$ cat src/sv/bt2d_ram.sv
// ----------------------------------------------------------------------------
// bt2d_ram
// Simple dual-port RAM, one write and one registered read, read-first.
// ----------------------------------------------------------------------------
module bt2d_ram #(
    parameter int WIDTH = 16,
    parameter int DEPTH = 64
) (
    input  logic                     clk,
    input  logic                     we,
    input  logic [$clog2(DEPTH)-1:0] waddr,
    input  logic [WIDTH-1:0]         wdata,
    input  logic [$clog2(DEPTH)-1:0] raddr,
    output logic [WIDTH-1:0]         rdata
);

    logic [WIDTH-1:0] mem_reg [DEPTH];
    logic [WIDTH-1:0] rdata_reg;

    always_ff @(posedge clk)
    begin
        if (we)
        begin
            mem_reg[waddr] <= wdata;
        end
        rdata_reg <= mem_reg[raddr];
    end

    assign rdata = rdata_reg;

endmodule

$ cat config.mk
export PLATFORM = sky130hd
export DESIGN_NAME = bt2d_ram
export DESIGN_NICKNAME = d
export VERILOG_FILES = /design/src/sv/bt2d_ram.sv
export SDC_FILE = /design/constraint.sdc
export NUM_CORES = 1
export LEC_CHECK = 0
export BUFFER_PORTS_ARGS = -buffer_cell sky130_fd_sc_hd__buf_2
export CAP_MARGIN = 10
export CORE_ASPECT_RATIO = 0.8
export CORE_MARGIN = 5
export CORE_UTILIZATION = 45
export DETAILED_ROUTE_END_ITERATION = 8
export PLACE_DENSITY_LB_ADDON = 0.12
export SYNTH_ARGS = -nofsm -noshare
export SYNTH_HDL_FRONTEND = slang
export SYNTH_SLANG_ARGS = --single-unit
$ cat constraint.sdc
create_clock -name clk -period 2.8 [get_ports clk]
set_input_delay 0.28 -clock clk [delete_from_list [all_inputs] [get_ports clk]]
set_output_delay 0.28 -clock clk [all_outputs]
set_load 0.01 [all_outputs]
==> metrics <==
outcome finished clean; commonest non-fill, non-tap cells in the layout edfxtp_1 (1024), mux4_2 (220), buf_4 (169); synthesized area 40000 µm²; Post CTS Setup Buffer Count 0; Placeable Area 87900 µm²; WHS 0.0550 ns; DIE WIDTH 344 µm; Yosys cell types 43; number of port buffers 45; via count 19641; Worst-path clk slew 0.06 ns; Tot Pwr 0.0327 W; Largest register FFs 1024; Synth Net Count 1859; CTS Buf Count 100; worst min path class in -> reg; final WL 101000 µm; Post-synth EDFFs 1024; Power Density 709 nW/µm²; Final Setup Violations 0; Comb power frac 5.5%; cells after synthesis 1829; Sequential Power Share 52.9%; Post-Route Skew 0.0220 ns; via/cell ratio 5.89; number of global-route vias before repair 19249; ys flop type edfxtp_1; post-synthesis register bit count 1040; Top cell by count, worst path buf_12; fmax 471 MHz; crit path capture rdata[12]; GRT Residual Overflow 0; Critical R2R Capture rdata[1]; largest net degree at the start of global routing 65; CTS Sinks 1040; share of cells above drive strength 1 29.5%; switching fraction of total power 20.8%; area of the multi-input gates 8250 µm²; Syn Area/Cell 21.9 µm²; Final Max Tran Viols 0; Max-slew headroom 39.8%; Peak VDD IR 0.000513 V; FFs w/ async S/R, synth 0%; Finished Cell Area 46100 µm²; initial drt markers 2378; first-pass GRT wire length 144000 µm; Tot GR Track Use 21.3%; die area 95100 µm²; CP Capture Type flip-flop; Final Hold Fails 0; crit-path max cell delay 0.55 ns; cts hold-fix bufs 0; worst skew pair latency 0.66 ns; H-tree depth 3; leak pwr 14.8 nW; Filler cells 6952; worst path cell trace buf_8, buf_12, buf_12, buf_4, mux4_2, a22oi_1, nand3_1, and4_1; Resized Gates After CTS 0; initial antenna violation count 13; FF/Latch Area 31100 µm²; Synth-to-Final Area Change 15.1%; critical path type in -> reg; crit path max fanout 19; CTS root buffer clkbuf_16; Arr. time, crit path 2.66 ns; Cell Area, Placed 42800 µm²; die height 277 µm; reg2reg start mem_reg[19][1]; post-route clock period utilization 75.8%; # IOs 46; floorplan row count 97; Critical Path Slowest Stage Cell mux4_2; hpwl dp 62900 µm; r2r setup slk 0.69 ns; post-route minimum period 2.12 ns; Nets 2095; WL/cell 30.4 µm; ANT nets after route 0; maximum root-to-sink buffer count 3; Crit path required time 3.34 ns; yosys warns 0; DRC viols 0; Net Switching 0.00680 W; Worst Tran Pin Value 0.902 ns; Crit. Startpoint raddr[0]; drt first pass iters 6; Int Power 0.0259 W; Worst Setup Start Kind input port; reg2reg path depth 6; Clock power frac 41.6%; GP Congestion 0.816; leading cell type in the layout, fill and taps excluded edfxtp_1; register area share after synthesis 77.6%; CTS tree done; effective utilization at floorplan 45.6%; Max Cap Viol 0; RSZ-0062 raised after global routing false
-- power by group through the flow --
stage / sequential, W / combinational [W] / clock (W)
detailed placement: 0.0176 / 0.00181 / 0
CTS: 0.0173 / 0.00181 / 0.0139
global route: 0.0173 / 0.00190 / 0.0145
global placement: 0.0176 / 0.00178 / 0
finish: 0.0173 / 0.00179 / 0.0136
floorplan: 0.0176 / 0.000892 / 0
-- routing by layer --
metal / GRT usage (%) / share of wire (%) / up-vias
li1: - / - / 8166
met1: 33.4 / 45 / 10546
met2: 30.6 / 44 / 791
met3: 4.92 / 8.6 / 132
met4: 4.53 / 1.9 / 6
met5: 0 / 0.037 / -
-- kinds of logic after synthesis --
family	synth area share, %
AOI/OAI and AO/OA	2.41
buffers and inverters	1.83
DFF	77.6
muxes	15.5
and+or+nand+nor	2.65
-- through the flow --
step,setup TNS [ns],worst slack [ns],util (%),std cells
after CTS,0,0.702,52.4,3333
final,0,0.678,52.5,3335
after global routing,0,0.614,52.4,3334
after detailed placement,-0.0000342,-0.0000342,48.7,3150
after floorplan,0,0.485,-,1829
after global placement,-0.00688,-0.00688,48.7,3150
-- synthesized netlist by cell type (all sizes together), types with 2 or more instances --
master | n | area [µm²]
clkbuf | 27 | 108
mux2 | 27 | 304
a211o | 8 | 70.1
a41oi | 5 | 43.8
nand2 | 60 | 233
buf | 77 | 626
nor4 | 3 | 37.5
nand4 | 12 | 75.1
mux2i | 85 | 851
a221o | 6 | 60.1
mux4 | 224 | 5060
nand3 | 24 | 120
o21ai | 8 | 40.0
a211oi | 8 | 60.1
a22o | 6 | 52.6
and2 | 2 | 12.5
a21oi | 17 | 85.1
and4 | 5 | 43.8
a22oi | 39 | 293
nand2b | 3 | 18.8
nor3 | 2 | 10.0
dfxtp | 16 | 320
a311oi | 8 | 70.1
nand3b | 2 | 15.0
nor2b | 30 | 188
edfxtp | 1024 | 30700
nor2 | 74 | 283
a221oi | 16 | 140
a31oi | 8 | 50.1
-- worst min-delay path by stage --
| stage | slack [ns] | start | cells after the start | to |
|---|---|---|---|---|
| finish | 0.05 | wdata[12] | 1 | mem_reg[46][12] |
| global route | 0.02 | wdata[12] | 1 | mem_reg[42][12] |
| CTS | 0.01 | wdata[12] | 1 | mem_reg[46][12] |
| detailed placement | 0.68 | rdata[14] | 1 | rdata[14] |
| global placement | 0.69 | rdata[14] | 1 | rdata[14] |
| floorplan | 0.38 | wdata[0] | 0 | mem_reg[0][0] |
-- critical path: cells and delay by family --
family	cells	cell delay, ns
muxes	1	0.55
AOI/OAI and AO/OA	1	0.31
buffers and inverters	4	0.81
and+or+nand+nor	2	0.68
-- area by class of cell --
| type | instances | share of cell area (%) |
|---|---|---|
| Antenna cell | 1 | 0.00543 |
| Clock buffer | 127 | 5.85 |
| Clock inverter | 56 | 1.28 |
| Multi-Input combinational cell | 685 | 17.9 |
| Sequential cell | 1040 | 67.4 |
| Tap cell | 1188 | 3.23 |
| Timing Repair Buffer | 238 | 4.32 |
(Power assumes the default switching activity.)
