===== config.mk =====
export PLATFORM = sky130hd
export DESIGN_NAME = bt2d_divider
export DESIGN_NICKNAME = d
export VERILOG_FILES = /design/src/sv/bt2d_pkg.sv /design/src/sv/bt2d_divider.sv
export SDC_FILE = /design/constraint.sdc
export NUM_CORES = 2
export LEC_CHECK = 0
export BUFFER_PORTS_ARGS = -buffer_cell sky130_fd_sc_hd__buf_2
export CAP_MARGIN = 40
export CORE_ASPECT_RATIO = 0.75
export CORE_MARGIN = 5
export CORE_UTILIZATION = 30
export CTS_BUF_LIST = sky130_fd_sc_hd__clkbuf_4 sky130_fd_sc_hd__clkbuf_8
export DETAILED_ROUTE_END_ITERATION = 7
export GPL_TIMING_DRIVEN = 0
export SYNTH_ARGS = -nofsm -noshare
export SYNTH_HDL_FRONTEND = slang
export SYNTH_SLANG_ARGS = --single-unit

===== constraint.sdc =====
create_clock -name clk -period 10.9 [get_ports clk]
set_clock_uncertainty 0.15 [all_clocks]
set_input_delay 0.545 -clock clk [delete_from_list [all_inputs] [get_ports clk]]
set_output_delay 0.545 -clock clk [all_outputs]
set_load 0.005 [all_outputs]

===== src/sv/bt2d_pkg.sv =====
// ----------------------------------------------------------------------------
// bt2d_pkg
// Shared types and constants of the bilinear table lookup unit.
// ----------------------------------------------------------------------------
package bt2d_pkg;

    localparam int NPTS   = 16;
    localparam int IDX_W  = 4;
    localparam int CNT_W  = 5;
    localparam int VAL_W  = 16;
    localparam int DIFF_W = VAL_W + 1;
    localparam int PROD_W = VAL_W + DIFF_W;
    localparam int SUM_W  = PROD_W + 1;
    localparam int DEN_W  = 2 * DIFF_W;
    localparam int NUM_W  = SUM_W + DIFF_W + 1;
    localparam int QUO_W  = VAL_W + 1;
    localparam int BANKS  = 4;
    localparam int BANK_DEPTH = NPTS * NPTS / BANKS;

    typedef enum logic [1:0] {
        OP_LOAD_X = 2'd0,
        OP_LOAD_Y = 2'd1,
        OP_LOAD_T = 2'd2,
        OP_EVAL   = 2'd3
    } op_t;

    localparam logic [2:0] MODE_EXTRAP  = 3'd0;
    localparam logic [2:0] MODE_CLAMP   = 3'd1;
    localparam logic [2:0] MODE_NEAREST = 3'd2;
    localparam logic [2:0] MODE_BELOW   = 3'd3;
    localparam logic [2:0] MODE_ABOVE   = 3'd4;

    localparam logic [1:0] ST_OK   = 2'd0;
    localparam logic [1:0] ST_SAT  = 2'd1;
    localparam logic [1:0] ST_ZERO = 2'd2;

    localparam logic [1:0] CFG_X_POINTS = 2'd0;
    localparam logic [1:0] CFG_Y_POINTS = 2'd1;
    localparam logic [1:0] CFG_MODE     = 2'd2;

    typedef struct packed {
        logic                     valid;
        logic signed [NUM_W-1:0]  num;
        logic signed [DEN_W-1:0]  den;
    } div_in_t;

    typedef struct packed {
        logic                     valid;
        logic signed [VAL_W-1:0]  result;
        logic [1:0]               status;
    } div_out_t;

    typedef struct packed {
        logic valid;
        logic zero;
        logic neg;
        logic big;
    } div_ctl_t;

endpackage


===== src/sv/bt2d_divider.sv =====
// ----------------------------------------------------------------------------
// bt2d_divider
// Pipelined signed divider, one quotient bit per stage, truncating toward
// zero and saturating to the result range.
// ----------------------------------------------------------------------------
module bt2d_divider
    import bt2d_pkg::*;
(
    input  logic     clk,
    input  logic     rst_n,
    input  div_in_t  din,
    output div_out_t dout
);

    localparam logic [QUO_W-1:0] LIM_POS = QUO_W'((2 ** (VAL_W - 1)) - 1);
    localparam logic [QUO_W-1:0] LIM_NEG = QUO_W'(2 ** (VAL_W - 1));

    logic                    d0_valid_reg;
    logic signed [NUM_W-1:0] d0_num_reg;
    logic signed [DEN_W-1:0] d0_den_reg;

    div_ctl_t                d1_ctl_reg;
    logic [NUM_W-1:0]        d1_nmag_reg;
    logic [DEN_W-1:0]        d1_dmag_reg;
    logic                    d1_big;

    div_ctl_t                ctl_reg  [QUO_W+1];
    logic [NUM_W-1:0]        rem_reg  [QUO_W+1];
    logic [QUO_W-1:0]        quo_reg  [QUO_W+1];
    logic [DEN_W-1:0]        dmag_reg [QUO_W+1];

    div_out_t                out_reg;
    div_out_t                out_next;

    // quotient would not fit in QUO_W bits
    assign d1_big = (d1_nmag_reg >= (NUM_W'(d1_dmag_reg) << QUO_W));

    always_ff @(posedge clk or negedge rst_n)
    begin
        if (!rst_n)
        begin
            d0_valid_reg <= 1'b0;
            d1_ctl_reg   <= '0;
            ctl_reg[0]   <= '0;
        end
        else
        begin
            d0_valid_reg <= din.valid;
            d1_ctl_reg   <= {d0_valid_reg, (d0_den_reg == '0),
                             d0_num_reg[NUM_W-1] ^ d0_den_reg[DEN_W-1], 1'b0};
            ctl_reg[0]   <= {d1_ctl_reg.valid, d1_ctl_reg.zero, d1_ctl_reg.neg, d1_big};
        end
    end

    always_ff @(posedge clk)
    begin
        d0_num_reg  <= din.num;
        d0_den_reg  <= din.den;
        d1_nmag_reg <= d0_num_reg[NUM_W-1] ? NUM_W'(-d0_num_reg) : NUM_W'(d0_num_reg);
        d1_dmag_reg <= d0_den_reg[DEN_W-1] ? DEN_W'(-d0_den_reg) : DEN_W'(d0_den_reg);
        rem_reg[0]  <= d1_nmag_reg;
        quo_reg[0]  <= '0;
        dmag_reg[0] <= d1_dmag_reg;
    end

    for (genvar s = 0; s < QUO_W; s++)
    begin : g_step
        localparam int BIT = QUO_W - 1 - s;

        logic [NUM_W-1:0] trial;
        logic             fits;

        assign trial = NUM_W'(dmag_reg[s]) << BIT;
        assign fits  = (rem_reg[s] >= trial);

        always_ff @(posedge clk or negedge rst_n)
        begin
            if (!rst_n)
            begin
                ctl_reg[s+1] <= '0;
            end
            else
            begin
                ctl_reg[s+1] <= ctl_reg[s];
            end
        end

        always_ff @(posedge clk)
        begin
            rem_reg[s+1]  <= fits ? NUM_W'(rem_reg[s] - trial) : rem_reg[s];
            quo_reg[s+1]  <= quo_reg[s] | (QUO_W'(fits) << BIT);
            dmag_reg[s+1] <= dmag_reg[s];
        end
    end

    always_comb
    begin
        div_ctl_t         c;
        logic [QUO_W-1:0] q;
        c = ctl_reg[QUO_W];
        q = quo_reg[QUO_W];
        out_next.valid = c.valid;
        if (c.zero)
        begin
            out_next.result = '0;
            out_next.status = ST_ZERO;
        end
        else if (c.big || (!c.neg && q > LIM_POS) || (c.neg && q > LIM_NEG))
        begin
            out_next.result = c.neg ? VAL_W'(LIM_NEG) : VAL_W'(LIM_POS);
            out_next.status = ST_SAT;
        end
        else
        begin
            out_next.result = c.neg ? VAL_W'(-q) : VAL_W'(q);
            out_next.status = ST_OK;
        end
    end

    always_ff @(posedge clk or negedge rst_n)
    begin
        if (!rst_n)
        begin
            out_reg <= '0;
        end
        else
        begin
            out_reg <= out_next;
        end
    end

    assign dout = out_reg;

endmodule


==> reports/results.ini <==
[logic_synthesis]
synthCells=9014
synth_seq_cells=1882
ys_types=84
synthSimpleGateAreaFrac=0.130
yosysWarnings=0
netlist_area_sq_um=82900
synth_area_leaders=dfxtp_1 (43%), ha_1 (9.3%), a21oi_1 (5.1%), xnor2_1 (4.6%), inv_1 (3.6%)
syn_avg_cell_area_sq_um=9.20
ys_seq_area_frac=0.460
synthFlopType=dfxtp_1
yosysMostFrequentCell=dfxtp_1
netlist.area_leader.share=0.431
syn_nets=9735
synthMuxAreaShare=0.0129
synth-edff-count=0
yosys-top-cells-count=dfxtp_1 (1787), a21oi_1 (838), inv_1 (786), nand2_1 (704), ha_1 (616)
synth_xor_area_frac=0.0767
synth_compound_area_frac=0.175
synth_top_family_by_area=compound AO/OA/AOI/OAI gates
synth.largest_area_cell=dfxtp_1
synth_fa_ha_area_frac=0.0968
synth-async-reset-ratio=0.0505

[place]
place_hpwl_mm=180
gp_congestion=0.911
placed_area_sq_um=88200
port_buffers=107

[flow_run]
drv_cap=0

[cts]
htree_levels=5
numClockSinks=1882
clkLatencyLatePin_ps=920
root_buffer=clkbuf_8
cts_tree=done
post_cts_resized=0
cts_made_buffers=271
cts_max_path_buffers=4
clk_pin_slew_worst_paths_ps=70

[global_routing]
grt_pass1_wl_mm=351
antenna_found_initial=15
use_met2=0.206
grt_overflow_total=0
grt_pass1_vias=61200
grt.total_usage=0.152
grt_util_met3=0.0431
grt-busiest-layer=met1
grt_max_degree=71
use_met1=0.235

[timing]
final.period_utilization=0.510
max_freq_mhz=180
slew_headroom=0.359
drv_slew=0
finalCriticalPeriod_ps=5560
worst_pin_slew_ps=956
rsz0062_at_grt=false
setup_violations=0
hold_viol=0
fin_setup_tns_ps=0

[hold_path]
hold_class=in -> reg
hold_depth=2
hold_end=d0_num_reg[3]$_DFF_P_
hp-start=din[37]

[power]
switching_share=0.399
intPower_w=0.0183
power_leakage_nw=41.6
ir_drop_mv=0.219
seq_power_share=0.338
p_clk_frac=0.212
power.switching_w=0.0121
power_density_nw_per_um2=318
pwr-share-comb=0.450

[die]
dieArea_sq_um=287000
ios=108
die_w_um=617
die_y_um=465
rows=167
initial_core_util=0.301
core_area_sq_um=276000

[worst_setup_path]
critPathLaunchType=flop
crit_type=reg -> reg
path_max_fanout=10
r2r_start=dmag_reg[2][0]$_DFF_P_
worstPathArrival_ps=6200
r2r_slack_ps=5340
rr_worst_depth=16
critPathRequiredTime_ps=11540
critPathCaptureType=flop
r2r_end=rem_reg[3][45]$_DFF_P_

[cells_and_area]
nets=10200
largest_reg_flops=884
syn_to_final_growth_pct=15.2
fill_cells=28200
final_layout_size_suffix_gt1_frac=0.0793
fin_area_sq_um=95500

[detailed_routing]
drt-wirelength-per-cell_um=17.0
drt_iter0_markers=5934
dr.pass1.iters=6
drc_errors=0
vias=65000
ant_nets=0
avgViaCountPerCell=4.86
wl_mm=227

[outcome]
status=completed

## worst max path at each step
stage	cells after the start	end	slack, ps	from
after floorplan	13	rem_reg[1][24]$_DFF_P_	7160	rem_reg[0][16]$_DFF_P_
after global placement	15	rem_reg[3][45]$_DFF_P_	5060	dmag_reg[2][0]$_DFF_P_
after detailed placement	16	rem_reg[3][45]$_DFF_P_	5470	dmag_reg[2][0]$_DFF_P_
after CTS	16	rem_reg[3][45]$_DFF_P_	5410	dmag_reg[2][0]$_DFF_P_
after global routing	16	rem_reg[3][46]$_DFF_P_	4880	dmag_reg[2][0]$_DFF_P_
final	16	rem_reg[3][45]$_DFF_P_	5340	dmag_reg[2][0]$_DFF_P_
## power groups by stage
stage                     logic, W  clock network, W  registers [W]
after floorplan             0.0103                 0        0.00973
after global placement      0.0133                 0         0.0104
after detailed placement    0.0133                 0         0.0104
after CTS                   0.0134           0.00665         0.0103
after global routing        0.0153           0.00698         0.0105
final                       0.0137           0.00645         0.0103
## kinds of logic (layout without fill, tap and decap cells)
logic type,Yosys count,in the layout
AND/OR/NAND/NOR,2238,2238
AO/OA/AOI/OAI,2375,2375
XOR/XNOR,726,726
other,0,6
multiplexers,96,96
adder cells (fa/ha/maj),632,632
flip-flops,1882,1882
buffers and inverters,1065,1771
## cells in the final DEF (no fill, tap or decap), types with 25 or more instances in the layout
cell type | Yosys | final
a21oi_1 | 838 | 838
dfxtp_1 | 1787 | 1787
dfrtp_1 | 95 | 95
clkbuf_8 | 0 | 352
or3_1 | 61 | 61
nor3_1 | 135 | 135
nand3_1 | 140 | 140
and3_1 | 62 | 62
o21a_1 | 59 | 59
ha_1 | 616 | 616
a211oi_1 | 52 | 52
clkbuf_4 | 0 | 60
nor2b_1 | 69 | 69
buf_1 | 22 | 25
mux2_2 | 89 | 89
nand2b_1 | 78 | 78
xor2_1 | 292 | 292
a31oi_1 | 57 | 57
dlygate4sd3_1 | 0 | 90
nand4_1 | 161 | 161
bufinv_16 | 0 | 27
nor4_1 | 112 | 112
xnor2_1 | 434 | 434
a21boi_0 | 25 | 25
clkinv_2 | 0 | 25
inv_1 | 786 | 786
nor2_1 | 545 | 545
nand2_1 | 704 | 704
o211ai_1 | 43 | 43
a21o_1 | 313 | 313
o21ai_0 | 583 | 583
o21bai_1 | 87 | 87
clkbuf_1 | 256 | 256
o31ai_1 | 70 | 70
buf_2 | 1 | 123
and2_1 | 29 | 29
## routing by layer
metal,routed length (um),share of wire,up-vias
met5,0,0,-
met4,3890,0.017,0
met3,21400,0.094,273
met2,86900,0.38,2064
met1,115000,0.51,30300
li1,-,-,32400
## final cells by class
cell class / instances / area (sq um) / area share
clock inverter: 68 / 1070 / 0.0112
multi-input combinational: 6067 / 40800 / 0.427
clock buffer: 412 / 5300 / 0.0554
tap: 3633 / 4550 / 0.0476
sequential: 1882 / 38200 / 0.399
inverter: 786 / 2950 / 0.0309
timing repair buffer: 226 / 1660 / 0.0173
antenna: 6 / 15.0 / 0.000157
buffer: 279 / 1050 / 0.0110
## worst max-delay path, cell delays in order, from the launching register on
cell and delay, ps:
dfxtp_1 350, ha_1 180, inv_1 80, fa_1 430, a41oi_1 240, a31oi_1 160
a41oi_1 260, o21ai_0 340, a21oi_1 410, a21boi_0 400, o21ai_0 160, a211oi_1 360
buf_2 260, clkbuf_1 610, buf_1 750, nand2_1 110, o21ai_0 150
## through the flow
step | hold WS, ps | instances | power [W] | util | setup WS (ps)
after CTS | 9.65 | 13300 | 0.0304 | 0.346 | 5410
after global routing | 34.7 | 13400 | 0.0327 | 0.347 | 4880
after global placement | 161 | 12800 | 0.0237 | 0.319 | 5060
final | 107 | 13400 | 0.0304 | 0.347 | 5340
after detailed placement | 162 | 12800 | 0.0237 | 0.320 | 5470
after floorplan | 99.4 | 9014 | 0.0201 | - | 7160
## what timing repair did
| action | 4_1_cts | 5_1_grt |
|---|---|---|
| hold endpoints to repair | 182 | 0 |
| buffers inserted | 0 | 0 |
| hold buffers | 90 | 0 |
Note: power is estimated with default switching activity, not from simulation.
